===== src/ktl_pkg.sv =====
// ktl_pkg: types, character codes, keyword tables and the token classifier
// shared by the keyword token lexer modules.
// No dependencies.
package ktl_pkg;

  // Transaction payloads
  typedef struct packed {
    logic [7:0] char_byte;
    logic       end_of_stream;
  } ktl_in_t;

  typedef struct packed {
    logic [3:0]  token_kind;
    logic [31:0] token_start;
    logic [15:0] token_length;
    logic        last_of_run;
  } ktl_out_t;

  // Token classes of the pending token
  localparam logic [1:0] CLASS_DIGIT = 2'd0;
  localparam logic [1:0] CLASS_IDENT = 2'd1;
  localparam logic [1:0] CLASS_OTHER = 2'd2;

  // Lexer state, one register each
  typedef struct packed {
    logic        in_token;
    logic [1:0]  token_class;
    logic [7:0]  first_char;
    logic [5:0]  keyword_hits;
    logic [15:0] pending_length;
    logic [31:0] pending_start;
    logic [31:0] char_position;
    logic        halted;
  } ktl_state_t;

  // Token kinds
  localparam logic [3:0] KIND_INT     = 4'd6;
  localparam logic [3:0] KIND_IDENT   = 4'd7;
  localparam logic [3:0] KIND_COLON   = 4'd8;
  localparam logic [3:0] KIND_PLUS    = 4'd9;
  localparam logic [3:0] KIND_STAR    = 4'd10;
  localparam logic [3:0] KIND_COMMA   = 4'd11;
  localparam logic [3:0] KIND_LPAREN  = 4'd12;
  localparam logic [3:0] KIND_RPAREN  = 4'd13;
  localparam logic [3:0] KIND_ASSIGN  = 4'd14;
  localparam logic [3:0] KIND_UNKNOWN = 4'd15;

  // Character codes
  localparam logic [7:0] CHAR_SPACE    = 8'd32;
  localparam logic [7:0] CHAR_DIGIT_LO = 8'd48;
  localparam logic [7:0] CHAR_DIGIT_HI = 8'd57;
  localparam logic [7:0] CHAR_UPPER_LO = 8'd65;
  localparam logic [7:0] CHAR_UPPER_HI = 8'd90;
  localparam logic [7:0] CHAR_LOWER_LO = 8'd97;
  localparam logic [7:0] CHAR_LOWER_HI = 8'd122;
  localparam logic [7:0] CHAR_COLON    = 8'h3A;
  localparam logic [7:0] CHAR_EQUALS   = 8'h3D;
  localparam logic [7:0] CHAR_PLUS     = 8'h2B;
  localparam logic [7:0] CHAR_STAR     = 8'h2A;
  localparam logic [7:0] CHAR_COMMA    = 8'h2C;
  localparam logic [7:0] CHAR_LPAREN   = 8'h28;
  localparam logic [7:0] CHAR_RPAREN   = 8'h29;

  localparam logic [15:0] MAX_TOKEN_LEN = 16'hFFFF;

  // Keywords; index is the token kind. Rows padded with NUL to 8.
  localparam int KW_COUNT = 6;
  localparam logic [7:0] KW_TEXT [KW_COUNT][8] = '{
    '{"B", "E", "G", "I", "N", 8'h00, 8'h00, 8'h00},
    '{"E", "N", "D", 8'h00, 8'h00, 8'h00, 8'h00, 8'h00},
    '{"F", "O", "R", 8'h00, 8'h00, 8'h00, 8'h00, 8'h00},
    '{"I", "F", 8'h00, 8'h00, 8'h00, 8'h00, 8'h00, 8'h00},
    '{"T", "H", "E", "N", 8'h00, 8'h00, 8'h00, 8'h00},
    '{"E", "L", "S", "E", 8'h00, 8'h00, 8'h00, 8'h00}
  };
  localparam logic [15:0] KW_LEN [KW_COUNT] = '{16'd5, 16'd3, 16'd3, 16'd2, 16'd4, 16'd4};

  // Kind of the pending token held in s
  function automatic logic [3:0] classify(input ktl_state_t s);
    logic [3:0] kind;
    logic       found;
    kind  = KIND_UNKNOWN;
    found = 1'b0;
    for (int k = 0; k < KW_COUNT; k++) begin
      if (!found && s.keyword_hits[k] && (s.pending_length == KW_LEN[k])) begin
        kind  = 4'(k);
        found = 1'b1;
      end
    end
    if (!found) begin
      case (s.token_class)
        CLASS_DIGIT: kind = KIND_INT;
        CLASS_IDENT: kind = KIND_IDENT;
        default: begin
          if (s.pending_length == 16'd1) begin
            case (s.first_char)
              CHAR_COLON:  kind = KIND_COLON;
              CHAR_PLUS:   kind = KIND_PLUS;
              CHAR_STAR:   kind = KIND_STAR;
              CHAR_COMMA:  kind = KIND_COMMA;
              CHAR_LPAREN: kind = KIND_LPAREN;
              CHAR_RPAREN: kind = KIND_RPAREN;
              default:     kind = KIND_UNKNOWN;
            endcase
          end else if (s.pending_length == 16'd2 && s.first_char == CHAR_COLON) begin
            kind = KIND_ASSIGN;
          end else begin
            kind = KIND_UNKNOWN;
          end
        end
      endcase
    end
    return kind;
  endfunction

endpackage


===== src/ktl_step.sv =====
// ktl_step: next lexer state and up to two tokens for one character.
// Depends on ktl_pkg.
module ktl_step (
  input  ktl_pkg::ktl_state_t cur,
  input  ktl_pkg::ktl_in_t    item,
  input  logic                accept,
  output ktl_pkg::ktl_state_t nxt,
  output ktl_pkg::ktl_out_t   res0,
  output ktl_pkg::ktl_out_t   res1,
  output logic [1:0]          res_count
);

  logic [7:0]          c;
  logic                sep, is_digit, is_letter, joins;
  logic                flush_a, halt_a, start_tok, extend, flush_b;
  logic [3:0]          kind_a, kind_b;
  logic [5:0]          hits_begin, hits_keep;
  ktl_pkg::ktl_state_t mid;
  ktl_pkg::ktl_out_t   res_a, res_b;

  assign c         = item.char_byte;
  assign sep       = (c <= ktl_pkg::CHAR_SPACE) || c[7];
  assign is_digit  = (c >= ktl_pkg::CHAR_DIGIT_LO) && (c <= ktl_pkg::CHAR_DIGIT_HI);
  assign is_letter = ((c >= ktl_pkg::CHAR_UPPER_LO) && (c <= ktl_pkg::CHAR_UPPER_HI)) ||
                     ((c >= ktl_pkg::CHAR_LOWER_LO) && (c <= ktl_pkg::CHAR_LOWER_HI));

  always_comb begin
    case (cur.token_class)
      ktl_pkg::CLASS_DIGIT: joins = is_digit;
      ktl_pkg::CLASS_IDENT: joins = is_digit || is_letter;
      default: joins = (cur.first_char == ktl_pkg::CHAR_COLON) &&
                       (cur.pending_length == 16'd1) && (c == ktl_pkg::CHAR_EQUALS);
    endcase
  end

  // incremental keyword match
  always_comb begin
    for (int k = 0; k < ktl_pkg::KW_COUNT; k++) begin
      hits_begin[k] = (ktl_pkg::KW_TEXT[k][0] == c);
      hits_keep[k]  = (cur.pending_length < ktl_pkg::KW_LEN[k]) &&
                      (ktl_pkg::KW_TEXT[k][cur.pending_length[2:0]] == c);
    end
  end

  assign kind_a    = ktl_pkg::classify(cur);
  assign flush_a   = cur.in_token && (sep || !joins);
  assign halt_a    = flush_a && (kind_a == ktl_pkg::KIND_UNKNOWN);
  assign start_tok = !sep && (!cur.in_token || !joins) && !halt_a;
  assign extend    = cur.in_token && !sep && joins;

  always_comb begin
    mid = cur;
    mid.char_position = item.end_of_stream ? 32'd0 : cur.char_position + 32'd1;
    if (flush_a) begin
      mid.in_token = 1'b0;
      mid.halted   = halt_a;
    end
    if (start_tok) begin
      mid.in_token       = 1'b1;
      mid.token_class    = is_digit ? ktl_pkg::CLASS_DIGIT :
                           (is_letter ? ktl_pkg::CLASS_IDENT : ktl_pkg::CLASS_OTHER);
      mid.first_char     = c;
      mid.pending_length = 16'd1;
      mid.pending_start  = cur.char_position;
      mid.keyword_hits   = hits_begin;
    end
    if (extend) begin
      mid.keyword_hits   = cur.keyword_hits & hits_keep;
      mid.pending_length = (cur.pending_length != ktl_pkg::MAX_TOKEN_LEN) ?
                           cur.pending_length + 16'd1 : cur.pending_length;
    end
  end

  assign kind_b  = ktl_pkg::classify(mid);
  assign flush_b = item.end_of_stream && mid.in_token;

  always_comb begin
    res_a.token_kind   = kind_a;
    res_a.token_start  = cur.pending_start;
    res_a.token_length = cur.pending_length;
    res_a.last_of_run  = !flush_b;
    res_b.token_kind   = kind_b;
    res_b.token_start  = mid.pending_start;
    res_b.token_length = mid.pending_length;
    res_b.last_of_run  = 1'b1;

    nxt = mid;
    if (flush_b) begin
      nxt.in_token = 1'b0;
      nxt.halted   = (kind_b == ktl_pkg::KIND_UNKNOWN);
    end

    res0      = flush_a ? res_a : res_b;
    res1      = res_b;
    res_count = {1'b0, flush_a} + {1'b0, flush_b};

    // halted block swallows characters
    if (!accept || cur.halted) begin
      nxt       = cur;
      res_count = 2'd0;
    end
  end

endmodule


===== src/ktl_result_fifo.sv =====
// ktl_result_fifo: four-entry token queue, up to two pushes and one pop
// per cycle. Depends on ktl_pkg.
module ktl_result_fifo (
  input  logic              clk,
  input  logic              rst,
  input  ktl_pkg::ktl_out_t push0,
  input  ktl_pkg::ktl_out_t push1,
  input  logic [1:0]        push_count,
  output logic              room,
  output logic              out_valid,
  input  logic              out_ready,
  output ktl_pkg::ktl_out_t out_data
);

  localparam int DEPTH = 4;
  localparam int PTR_W = $clog2(DEPTH);

  ktl_pkg::ktl_out_t    entries [DEPTH];
  logic [PTR_W-1:0]     wr_ptr, rd_ptr;
  logic [PTR_W:0]       count, count_next;
  logic                 pop;

  assign pop        = out_valid && out_ready;
  assign out_valid  = (count != '0);
  assign out_data   = entries[rd_ptr];
  // two free slots needed for the worst case of one character
  assign room       = (count <= (PTR_W+1)'(DEPTH - 2));
  assign count_next = count + (PTR_W+1)'(push_count) - (PTR_W+1)'(pop);

  always_ff @(posedge clk) begin
    if (rst) begin
      wr_ptr <= '0;
      rd_ptr <= '0;
      count  <= '0;
    end else begin
      wr_ptr <= wr_ptr + PTR_W'(push_count);
      rd_ptr <= rd_ptr + PTR_W'(pop);
      count  <= count_next;
    end
  end

  always_ff @(posedge clk) begin
    if (push_count != 2'd0) begin
      entries[wr_ptr] <= push0;
    end
    if (push_count == 2'd2) begin
      entries[wr_ptr + PTR_W'(1)] <= push1;
    end
  end

endmodule


===== src/keyword_token_lexer_unit.sv =====
// keyword_token_lexer_unit: byte-serial tokenizer with keyword classification.
// Depends on ktl_pkg, ktl_step and ktl_result_fifo.
//
// One character byte is taken per transaction, and the block can take one in
// every clock cycle. Whitespace and control bytes (0..32) and bytes 128..255
// separate tokens. A token is a digit run, an identifier (letter then letters
// or digits), ":=" or any other single character. Each finished token comes
// out as one result transaction carrying its kind (BEGIN, END, FOR, IF, THEN,
// ELSE, Int, Ident, seven punctuators, Unknown), the stream position of its
// first character and its length, which saturates at 65535. A character
// yields zero, one or two results: the token it ends and, when it carries
// end_of_stream, the pending token flushed at the end; last_of_run marks the
// final one. The next character after end_of_stream is position 0. Keywords
// are matched as the characters arrive, one hit bit per keyword, so
// classification is a short compare. The lexer state is updated in the
// cycle a character is accepted and its results are in the output queue
// the next cycle. The four-entry result queue decouples the sides; in_ready
// drops only while fewer than two queue slots are free, so with a ready sink
// the rate is one character per cycle. After an Unknown token the block
// halts: characters are still accepted but give no results until reset.
module keyword_token_lexer_unit (
  input  logic              clk,
  input  logic              rst,
  input  logic              in_valid,
  output logic              in_ready,
  input  ktl_pkg::ktl_in_t  in_data,
  output logic              out_valid,
  input  logic              out_ready,
  output ktl_pkg::ktl_out_t out_data
);

  ktl_pkg::ktl_state_t state, state_next;
  ktl_pkg::ktl_out_t   res0, res1;
  logic [1:0]          res_count;
  logic                accept;
  logic                room;

  assign in_ready = room;
  assign accept   = in_valid && in_ready;

  // lexer state: in_token, class, first char, keyword hits, pending token,
  // stream position and halt flag; all reset to zero
  always_ff @(posedge clk) begin
    if (rst) begin
      state <= '0;
    end else begin
      state <= state_next;
    end
  end

  ktl_step u_step (
    .cur       (state),
    .item      (in_data),
    .accept    (accept),
    .nxt       (state_next),
    .res0      (res0),
    .res1      (res1),
    .res_count (res_count)
  );

  // finished tokens wait here for the sink
  ktl_result_fifo u_fifo (
    .clk        (clk),
    .rst        (rst),
    .push0      (res0),
    .push1      (res1),
    .push_count (res_count),
    .room       (room),
    .out_valid  (out_valid),
    .out_ready  (out_ready),
    .out_data   (out_data)
  );

endmodule


===== config.mk =====
export PLATFORM = sky130hd
export DESIGN_NAME = keyword_token_lexer_unit
export DESIGN_NICKNAME = d
export VERILOG_FILES = /design/src/ktl_pkg.sv /design/src/ktl_step.sv /design/src/ktl_result_fifo.sv /design/src/keyword_token_lexer_unit.sv
export SDC_FILE = /design/constraint.sdc
export NUM_CORES = 1
export LEC_CHECK = 0
export ABC_AREA = 1
export BUFFER_PORTS_ARGS = -buffer_cell sky130_fd_sc_hd__clkbuf_2
export CAP_MARGIN = 20
export CELL_PAD_IN_SITES_DETAIL_PLACEMENT = 1
export CELL_PAD_IN_SITES_GLOBAL_PLACEMENT = 1
export CORE_ASPECT_RATIO = 0.8
export CORE_MARGIN = 1
export CORE_UTILIZATION = 46
export DETAILED_ROUTE_END_ITERATION = 10
export PLACE_DENSITY = 0.86
export SKIP_LAST_GASP = 1
export SYNTH_ARGS = -nofsm -noshare
export SYNTH_HDL_FRONTEND = slang
export SYNTH_HIERARCHICAL = 1
export SYNTH_SLANG_ARGS = --single-unit

===== constraint.sdc =====
create_clock -name clk -period 17.8 [get_ports clk]
set_clock_uncertainty 0.1 [all_clocks]
set_input_delay 0.89 -clock clk [delete_from_list [all_inputs] [get_ports clk]]
set_output_delay 0.89 -clock clk [all_outputs]
set_load 0.03 [all_outputs]

=== Yosys cells after proc, flatten, opt, wreduce, memory -nomap -nowiden ===
Memory sizes are Yosys's and may differ from the RTL's. A register that Yosys moved wholly into a read port is not among the register bits.
Index checks and enable logic that the tools add are counted.

* $add $sub $neg: 8
* $mul: 0
* Div/mod/pow operators: 0
* Order comparisons: 13
* Equal/unequal tests: 40
* Shift operators: 0
* Muxes and demuxes: 64
* Bitwise operators: 3
* Reduce and logical (&&, ||, !) cells: 72

{| class="wikitable"
|+ Operators by type and width
! cell !! count
|-
| $eq 8x6->1 const B || 13
|-
| $mux 8 || 12
|-
| $mux 65 || 1
|-
| $eq 16x2->1 const B || 4
|-
| $eq 16x3->1 const B || 4
|-
| $mux 4 || 16
|-
| $mux 53 || 1
|-
| $eq 8x8->1 || 6
|-
| $logic_and 1x1->1 || 44
|-
| $eq 7x8->1 const A || 5
|-
| $pmux 3 s6 || 2
|-
| $add 32x1->32 const B || 1
|-
| $eq 16x1->1 const B || 2
|-
| $lt 16x2->1 const B || 2
|-
| $lt 16x3->1 const B || 2
|-
| $mux 32 || 1
|-
| $mux 1 || 22
|-
| $mux 22 || 1
|-
| $add 16x1->16 const B || 1
|-
| $ge 8x7->1 const B || 2
|-
| $le 8x6->1 const B || 2
|-
| $le 8x7->1 const B || 2
|-
| $logic_not 1->1 || 16
|-
| $mux 16 || 1
|-
| 24 further kinds || 37
|}

* Flip-flop bits (word level): 105
* Latch bits: 0
* Bits in writable memories: 212
* Bits in read-only memories: 384
* Input bits: 13
* Word-level logic and storage cells: 218
* Memories: 7

{| class="wikitable"
|+ Memories
! name !! words !! width !! read ports !! clocked after memory_dff !! wr ports !! RTL line !! RTL
|-
| u_fifo.entries || 4 || 53 || 1 || 1 || 2 || ktl_result_fifo.sv:18 || <nowiki>ktl_pkg::ktl_out_t entries [DEPTH];</nowiki>
|-
| (no name shown) || 8 || 8 || 1 || 0 || 0 || ktl_step.sv:41 || <nowiki>(ktl_pkg::KW_TEXT[k][cur.pending_length[2:0]] == c);</nowiki>
|-
| (no name shown) || 8 || 8 || 1 || 0 || 0 || ktl_step.sv:41 ||
|-
| (no name shown) || 8 || 8 || 1 || 0 || 0 || ktl_step.sv:41 ||
|-
| (no name shown) || 8 || 8 || 1 || 0 || 0 || ktl_step.sv:41 ||
|-
| (no name shown) || 8 || 8 || 1 || 0 || 0 || ktl_step.sv:41 ||
|-
| 1 more memories || - || - || - || - || - || - ||
|}

=== Depth between registers and ports, before layout ===
Gate-level depths: netlist of run 1.

* Word-level depth: 56
* Gate-level depth with buffers: 35
* Depth with buffers taken out: 34

=== By module ===
Netlist of run 1, hierarchy kept.

{| class="wikitable"
|+ Modules (own cells, without submodules)
! module !! times used !! cells an instance !! area each (sq um) !! sequential area each (sq um)
|-
| ktl_result_fifo || 1 || 1098 || 10595.2 || 6506.2
|-
| ktl_step || 1 || 1075 || 5103.6 || 0.0
|-
| keyword_token_lexer_unit || 1 || 307 || 2785.2 || 1961.9
|}

=== Least setup slack after synthesis of run 1 ===
OpenSTA, ideal clock, no wires.

* Path kind: input port to flip-flop
* Start: input in_data[4] in the netlist's numbering
* End: memory u_fifo/entries[3][0] in the netlist's numbering (enable)
* Setup time: 543 ps
* Data arrival time: 7017 ps
* Data required time: 17157 ps
* Path slack: 10141 ps
* Stages: 20
* Path buffers: 1
* Cell sequence: buf_2 -> nor2_1 -> nand3_1 -> nand4_1 -> nand2_1 -> a21oi_4 -> nand2_1 -> inv_1 -> nand2_1 -> nor2_2 -> nand2_2 -> nand2_4 -> nand2_4 -> inv_1 -> nor2_1 -> ha_1 -> inv_1 -> nor2_1 -> nor2_1 -> o31ai_1

{| class="wikitable"
|+ RTL lines
! element !! RTL line !! RTL
|-
| start, declared || keyword_token_lexer_unit.sv:26 || <nowiki>input ktl_pkg::ktl_in_t in_data,</nowiki>
|-
| end, declared || ktl_result_fifo.sv:18 ||
|}

==> summary.txt, run 1 <==
Clock network
  • Root Driver: clkbuf_16
  • Resized cells post-CTS: 0
  • CTS tree: yes
  • Clock Latency Late Sink: 0.54 ns
  • Reg clk slew, reported paths: 0.06 ns
  • Setup Fix Bufs, Post-CTS: 0
  • H-tree depth: 2
  • Clock Sink Count: 317
  • CTS Buffer Depth: 3
  • Number of hold buffers added after cts: 0
  • CTS Buf Count: 36

Routing
  • Routed wire length: 60300 um
  • DRT iter0 DRCs: 1470
  • Vias/cell: 5.59
  • DRC violations left: 0
  • First-pass iteration count of the detailed router: 7
  • WL/cell: 19.9 um
  • Antenna Nets Post-Route: 0
  • DR vias: 17000

Yosys
  • Fraction of the mapped netlist area in simple logic gates: 0.228
  • Yosys warns: 6
  • Post-Syn Nets: 2507
  • Main combinational cell family by area after synthesis: simple AND/OR/NAND/NOR gates
  • Syn Area/Cell: 7.45 um2
  • Register area share after synthesis: 0.458
  • Post-Synth Adder-Cell Area: 0.00988
  • Yosys reg bits: 317
  • Synth Area in XOR/XNOR: 0.0114
  • Compound-Gate Fraction of Synth Area: 0.180
  • Post-synthesis mux area share: 0
  • Cells after Synth: 2480
  • Post-synth ARST share: 0
  • Synth top area cells: edfxtp_1 34%, dfxtp_1 11%, nand2_1 9.7%
  • Most used DFF post-synth: edfxtp_1
  • Mapped cell area: 18500 um2
  • Number of synthesized flops with an enable pin: 212
  • Area share of the largest cell type after synthesis: 0.344
  • Distinct cell type count after synthesis: 55
  • Synth area leader: edfxtp_1

Pwr
  • Worst ir drop on vdd: 0.0561 mV
  • Leak: 7.85 nW
  • Pwr dens: 113 nW/um2

Place
  • Placer Congestion: 0.890
  • Placed Instances: 2965
  • I/O Buffers: 67
  • DP Worst Slack: 11.28 ns
  • DP Wirelength: 39200 um

Finish
  • Synthesis-to-finish area growth: 9.92%
  • Share of cells above drive strength 1: 0.0960
  • Final-stage net count: 2501
  • Layout Cells excl Fill: 3038
  • Final design utilization: 0.514
  • Filler instances: 5018

Critical path
  • Critical path startpoint: state[67]
  • Critical path required time: 17.86 ns
  • Crit end category: flip-flop
  • CP Max Fanout: 100
  • Critical Path AT: 6.02 ns
  • R2R Path Start: state[67]
  • Slowest stage cell, crit path: dfxtp_1
  • Critical Path Source Type: flip-flop
  • CP delay by family, top: simple AND/OR/NAND/NOR gates
  • CP dominant cell by count: nand2_1
  • CP Buf/Inv Count: 7
  • WS Path Type: flip-flop to flip-flop
  • Critical Path Max Stage Delay: 0.75 ns

GRT
  • GRT Resource Usage Total: 0.298
  • First-pass GRT wire length: 95500 um
  • Pin count of the biggest net entering global routing: 108
  • Grt ovf: 0
  • Vias in the first global route: 17500
  • Antenna violations before repair: 1

STA
  • Slew @ Worst Pin: 1.05 ns
  • Final Hold Fails: 0
  • Fin crit share: 0.335
  • Final worst slack: 11.84 ns
  • Final min period: 5.96 ns
  • Slew headroom: 0.298
  • Unrepaired setup endpoints after global routing: no
  • Fmax: 168 MHz
  • Fin. max-slew vios: 0
  • Setup_tns: 0 ns
  • WHS: 0.413 ns
  • Setup-failing EPs final: 0

Die
  • Die Y: 181 um
  • Placeable Area: 39500 um2
  • Total die area: 41000 um2
  • IO Count: 68
  • Row count: 65
  • Die W: 226 um
  • Initial Util: 0.468

Flow run
  • MaxCap Viol Count: 0

Worst hold path
  • Worst Min Path Start: state[94]
  • Hold Path Class: flip-flop to flip-flop

Status
  • Status: finished, final reports clean
## state kept, by name, indices dropped and copies added, names as in the netlist
| signal | flops |
|---|---|
| u_fifo/wr_ptr | 2 |
| state | 98 |
| u_fifo/count | 3 |
| u_fifo/rd_ptr | 2 |
| u_fifo/entries | 212 |
## report_power, final
group,total (W),leakage (nW),switching [W],internal (W)
combinational,0.000632,4.46,0.000469,0.000163
clock,0.000788,0.603,0.000315,0.000474
sequential,0.000867,2.79,0.0000344,0.000832
## cell families (layout without fill, tap and decap cells)
group | count (synthesis) | in the layout
buf+inv | 493 | 514
fa+ha+maj | 14 | 14
simple gates | 1006 | 1006
compound gates | 625 | 625
flops | 317 | 317
xor+xnor | 24 | 24
other cells | 1 | 2
## metrics by stage
step	power, W	area, um2
6_report	0.00229	20300
3_3_place_gp	0.00147	18900
4_1_cts	0.00228	20200
5_1_grt	0.00238	20300
2_1_floorplan	0.00130	18500
3_5_place_dp	0.00150	18900
## worst paths after layout
kind | end | slack [ns] | cells after the start
worst min-delay path | state[94] | 0.41 | 4
worst max register to register | u_fifo/entries[1][46] | 11.84 | 26
worst max-delay path | u_fifo/entries[1][46] | 11.84 | 26
worst min register to register | state[94] | 0.41 | 4
## placed cells by master (no fill, tap or decap), drive strengths merged, types with 6 or more instances in the layout
cell    Yosys  final
a21oi      71     71
buf        56     24
bufinv      0      6
clkbuf     79    112
clkinv      1     11
dfxtp     105    105
edfxtp    212    212
ha         13     13
inv       357    360
nand2     504    504
nand3      66     66
nand4      16     16
nor2      380    380
nor3       24     24
nor4        8      8
o211ai      7      7
o21ai     471    471
o22ai      55     55
xor2       20     20
## cell type report
type	instances	area [um2]	area share
multi-input cells	1670	7980	0.393
well taps	536	671	0.0330
flip-flops and latches	317	8470	0.417
clock inverters	20	267	0.0131
inverters	358	1340	0.0661
clock buffers	45	965	0.0475
diodes	1	2.50	0.000123
repair buffers	91	613	0.0302
## worst min-delay path: cells and delay by family (launching register included)
family        cells  cell delay [ns]
buf+inv           2             0.08
flops             1             0.31
simple gates      2             0.09
## cell usage after synthesis (5+ instances only)
master	number
a21oi_1	68
buf_1	6
buf_2	24
buf_6	23
clkbuf_1	79
dfxtp_1	105
edfxtp_1	212
ha_1	13
inv_1	342
inv_2	15
nand2_1	477
nand2_2	22
nand2_4	5
nand3_1	56
nand3_2	8
nand4_1	16
nor2_1	363
nor2_2	12
nor2_4	5
nor3_1	20
nor4_1	8
o211ai_1	7
o21ai_0	348
o21ai_1	117
o21ai_2	5
o22ai_1	55
xor2_1	20
## routing by layer
| layer | wire, um | vias to the layer above | global-route usage |
|---|---|---|---|
| met5 | 0 | - | 0 |
| met4 | 1170 | 0 | 0.0757 |
| met3 | 3760 | 89 | 0.0403 |
| met2 | 28000 | 476 | 0.481 |
| met1 | 27400 | 8346 | 0.419 |
| li1 | - | 8082 | - |
(Power assumes the default switching activity.)
==> run 2: changes to the inputs <==
ABC_AREA = 0   (was 1)
PLACE_DENSITY = 0.83   (was 0.86)
clock period = 5.2 ns   (was 17.8 ns; I/O delays follow)
==> summary.txt, run 2 <==
Clock network
  • CTS tree: yes (unchanged)
  • Setup Fix Bufs, Post-CTS: 0 (unchanged)
  • H-tree depth: 2 (unchanged)
  • Root Driver: clkbuf_16 (unchanged)
  • Clock Sink Count: 317 (unchanged)
  • Reg clk slew, reported paths: 0.06 ns (about the same)
  • CTS Buffer Depth: 3 (unchanged)
  • CTS Buf Count: 36 (unchanged)
  • Clock Latency Late Sink: 0.55 ns (was 0.54 ns)

Routing
  • DRC violations left: 0 (unchanged)
  • WL/cell: 24.7 um (was 19.9 um)
  • Antenna Nets Post-Route: 0 (unchanged)
  • Vias/cell: 6.07 (was 5.59)
  • Routed wire length: 54900 um (was 60300 um)
  • First-pass iteration count of the detailed router: 5 (was 7)
  • DR vias: 13500 (was 17000)
  • DRT iter0 DRCs: 1105 (was 1470)

STA
  • Setup-failing EPs final: 0 (unchanged)
  • Final Hold Fails: 0 (unchanged)
  • Fin. max-slew vios: 0 (unchanged)
  • Final min period: 4.86 ns (was 5.96 ns)
  • Setup_tns: 0 ns (unchanged)
  • Slew @ Worst Pin: 1.08 ns (was 1.05 ns)
  • Slew headroom: 0.279 (was 0.298)
  • Unrepaired setup endpoints after global routing: no (unchanged)
  • Fin crit share: 0.934 (was 0.335)
  • Fmax: 206 MHz (was 168 MHz)

Finish
  • # diodes: 0 (was 1)
  • Final design utilization: 0.524 (was 0.514)
  • Final-stage net count: 1684 (was 2501)
  • Layout Cells excl Fill: 2221 (was 3038)
  • Filler instances: 4117 (was 5018)
  • Max reg flops: 212 (unchanged)
  • Regs by FF count: u_fifo/entries: 212 flops, state: 98 flops, u_fifo/count: 3 flops (unchanged)
  • Share of cells above drive strength 1: 0.330 (was 0.0960)
  • Most common cell after layout, fill and taps aside: mux2_2 (was nand2_1)
  • Top reg by flops: u_fifo/entries (unchanged)
  • Synthesis-to-finish area growth: 11.9% (was 9.92%)
  • Most frequent cells in the layout: 266 x mux2_2, 212 x edfxtp_1, 186 x nand2_1, 111 x nor2b_1, 103 x dfxtp_1 (was 474 x nand2_1, 362 x nor2_1, 348 x o21ai_0, 341 x inv_1, 212 x edfxtp_1)

Yosys
  • Yosys reg bits: 317 (unchanged)
  • Post-Syn Nets: 1646 (was 2507)
  • Cells after Synth: 1619 (was 2480)
  • Synth top area cells: edfxtp_1 34%, mux2_2 16%, dfxtp_1 11% (was edfxtp_1 34%, dfxtp_1 11%, nand2_1 9.7%)
  • Synth cell count leaders: 266 x mux2_2, 212 x edfxtp_1, 187 x nand2_1, 111 x nor2b_1, 105 x dfxtp_1 (was 477 x nand2_1, 363 x nor2_1, 348 x o21ai_0, 342 x inv_1, 212 x edfxtp_1)
  • Most instantiated library cell after synthesis: mux2_2 (was nand2_1)
  • Most used DFF post-synth: edfxtp_1 (unchanged)
  • Register area share after synthesis: 0.456 (was 0.458)
  • Post-synth ARST share: 0 (unchanged)
  • Area share of the largest cell type after synthesis: 0.343 (was 0.344)
  • Yosys warns: 6 (unchanged)
  • Distinct cell type count after synthesis: 97 (was 55)
  • Number of synthesized flops with an enable pin: 212 (unchanged)
  • Synth area leader: edfxtp_1 (unchanged)
  • Mapped cell area: 18600 um2 (was 18500 um2)
  • Syn Area/Cell: 11.5 um2 (was 7.45 um2)

Die
  • Placeable Area: 39600 um2 (was 39500 um2)
  • Initial Util: 0.468 (about the same)
  • Die W: 227 um (was 226 um)
  • IO Count: 68 (unchanged)
  • Die Y: 182 um (was 181 um)
  • Total die area: 41100 um2 (was 41000 um2)
  • Row count: 65 (unchanged)

Pwr
  • Worst ir drop on vdd: 0.224 mV (was 0.0561 mV)
  • Part of the power in registers: 0.436 (was 0.379)
  • Clock power share: 0.397 (was 0.345)
  • Comb power frac: 0.167 (was 0.276)
  • Psw: 0.00186 W (was 0.000818 W)
  • Int Power: 0.00467 W (was 0.00147 W)
  • Pwr Total: 0.00653 W (was 0.00229 W)
  • Sw frac: 0.284 (was 0.358)
  • Pwr dens: 315 nW/um2 (was 113 nW/um2)
  • Leak: 8.11 nW (was 7.85 nW)

Critical path
  • Critical path required time: 5.38 ns (was 17.86 ns)
  • WS Path Type: flip-flop to flip-flop (unchanged)
  • Critical Path Source Type: flip-flop (unchanged)
  • CP Max Fanout: 18 (was 100)
  • Critical Path AT: 5.04 ns (was 6.02 ns)
  • Crit end category: flip-flop (unchanged)

GRT
  • Antenna violations before repair: 3 (was 1)
  • GRT Resource Usage Total: 0.269 (was 0.298)
  • Grt ovf: 0 (unchanged)
  • Vias in the first global route: 14200 (was 17500)
  • First-pass GRT wire length: 84700 um (was 95500 um)
  • Pin count of the biggest net entering global routing: 90 (was 108)

Status
  • Status: finished, final reports clean (unchanged)

Place
  • Placer Congestion: 0.924 (was 0.890)
  • DP Wirelength: 35300 um (was 39200 um)
  • Placed Instances: 2154 (was 2965)
  • I/O Buffers: 67 (unchanged)

Worst hold path
  • Hold Path Class: primary input to flip-flop (was flip-flop to flip-flop)

Flow run
  • MaxCap Viol Count: 0 (unchanged)
## run 2: cell types whose count changed after synthesis, sizes merged, moves of 10 or more
cell	change
nand2b	+10
nor2b	+111
clkbuf	-19
xnor2	+14
o21ai	-405
a21oi	-22
nand2	-316
mux4	+53
and3	+17
o22ai	-52
inv	-328
nand3	-40
nor2	-299
mux2	+288
## run 2: through the flow
stage | area [um2] | worst slack, ns | hold slack [ns]
after floorplan | 18600 | -0.666 | 0.383
final | 20800 | 0.345 | 0.0472
after detailed placement | 19600 | -0.00434 | 0.474
after global placement | 19600 | 0.0931 | 0.453
after CTS | 20800 | 0.241 | 0.0285
after global routing | 20800 | 0.125 | 0.0675
## run 2: cell families after synthesis
logic type | count (synthesis) | share of synthesized area
and+or+nand+nor | 536 | 0.152
muxes | 346 | 0.246
DFF | 317 | 0.456
AOI/OAI and AO/OA | 206 | 0.0743
buffers and inverters | 153 | 0.0384
xor gates and xnor gates | 46 | 0.0235
adders and majority gates | 14 | 0.00985
other | 1 | 0.000202
## run 2: critical path: stages (launching register included)
cell	delay, ns
dfxtp_1	0.60
ha_2	0.43
nor4bb_1	0.29
nand4_1	0.24
nor3_2	0.39
o21a_2	0.43
a311o_2	0.55
buf_4	0.38
o211a_1	0.23
a221o_1	0.16
o21a_1	0.16
a21oi_2	0.04
o31a_1	0.30
mux2_2	0.29
## run 2: final timing paths
kind / cells past startpoint / slack [ns] / endpoint / startpoint
max: 13 / 0.34 / u_fifo/entries[2][49] / state[65]
min: 3 / 0.05 / u_fifo/rd_ptr[0] / out_ready
max reg2reg: 13 / 0.34 / u_fifo/entries[2][49] / state[65]
min reg2reg: 2 / 0.48 / state[94] / state[94]
## run 2: routing by layer
layer / up-vias / part of all wire / global-route usage
met5: - / 0.00066 / 0
met4: 4 / 0.024 / 0.0832
met3: 99 / 0.055 / 0.0435
met2: 405 / 0.46 / 0.429
met1: 6939 / 0.46 / 0.374
li1: 6045 / - / -
## run 2: what timing repair did
action	in CTS	in global routing
pin swaps	0	0
resized for setup	1	2
hold buffers	1	0
setup endpoints to repair	1	92
endpoints found under the hold margin	11	0
## run 2: area by class of cell
| type | instances | area (um2) | area share |
|---|---|---|---|
| tap | 536 | 671 | 0.0323 |
| timing repair buffer | 124 | 893 | 0.0430 |
| clock buffer | 45 | 966 | 0.0465 |
| sequential | 317 | 8470 | 0.408 |
| multi-input combinational | 1149 | 9430 | 0.454 |
| clock inverter | 21 | 216 | 0.0104 |
| inverter | 29 | 111 | 0.00536 |
## run 2: power by group through the flow
stage,sequential [W],combinational [W],clock (W)
after floorplan,0.00280,0.000841,0
after global placement,0.00289,0.00105,0
after global routing,0.00286,0.00116,0.00271
final,0.00285,0.00109,0.00259
after CTS,0.00285,0.00110,0.00263
after detailed placement,0.00290,0.00108,0
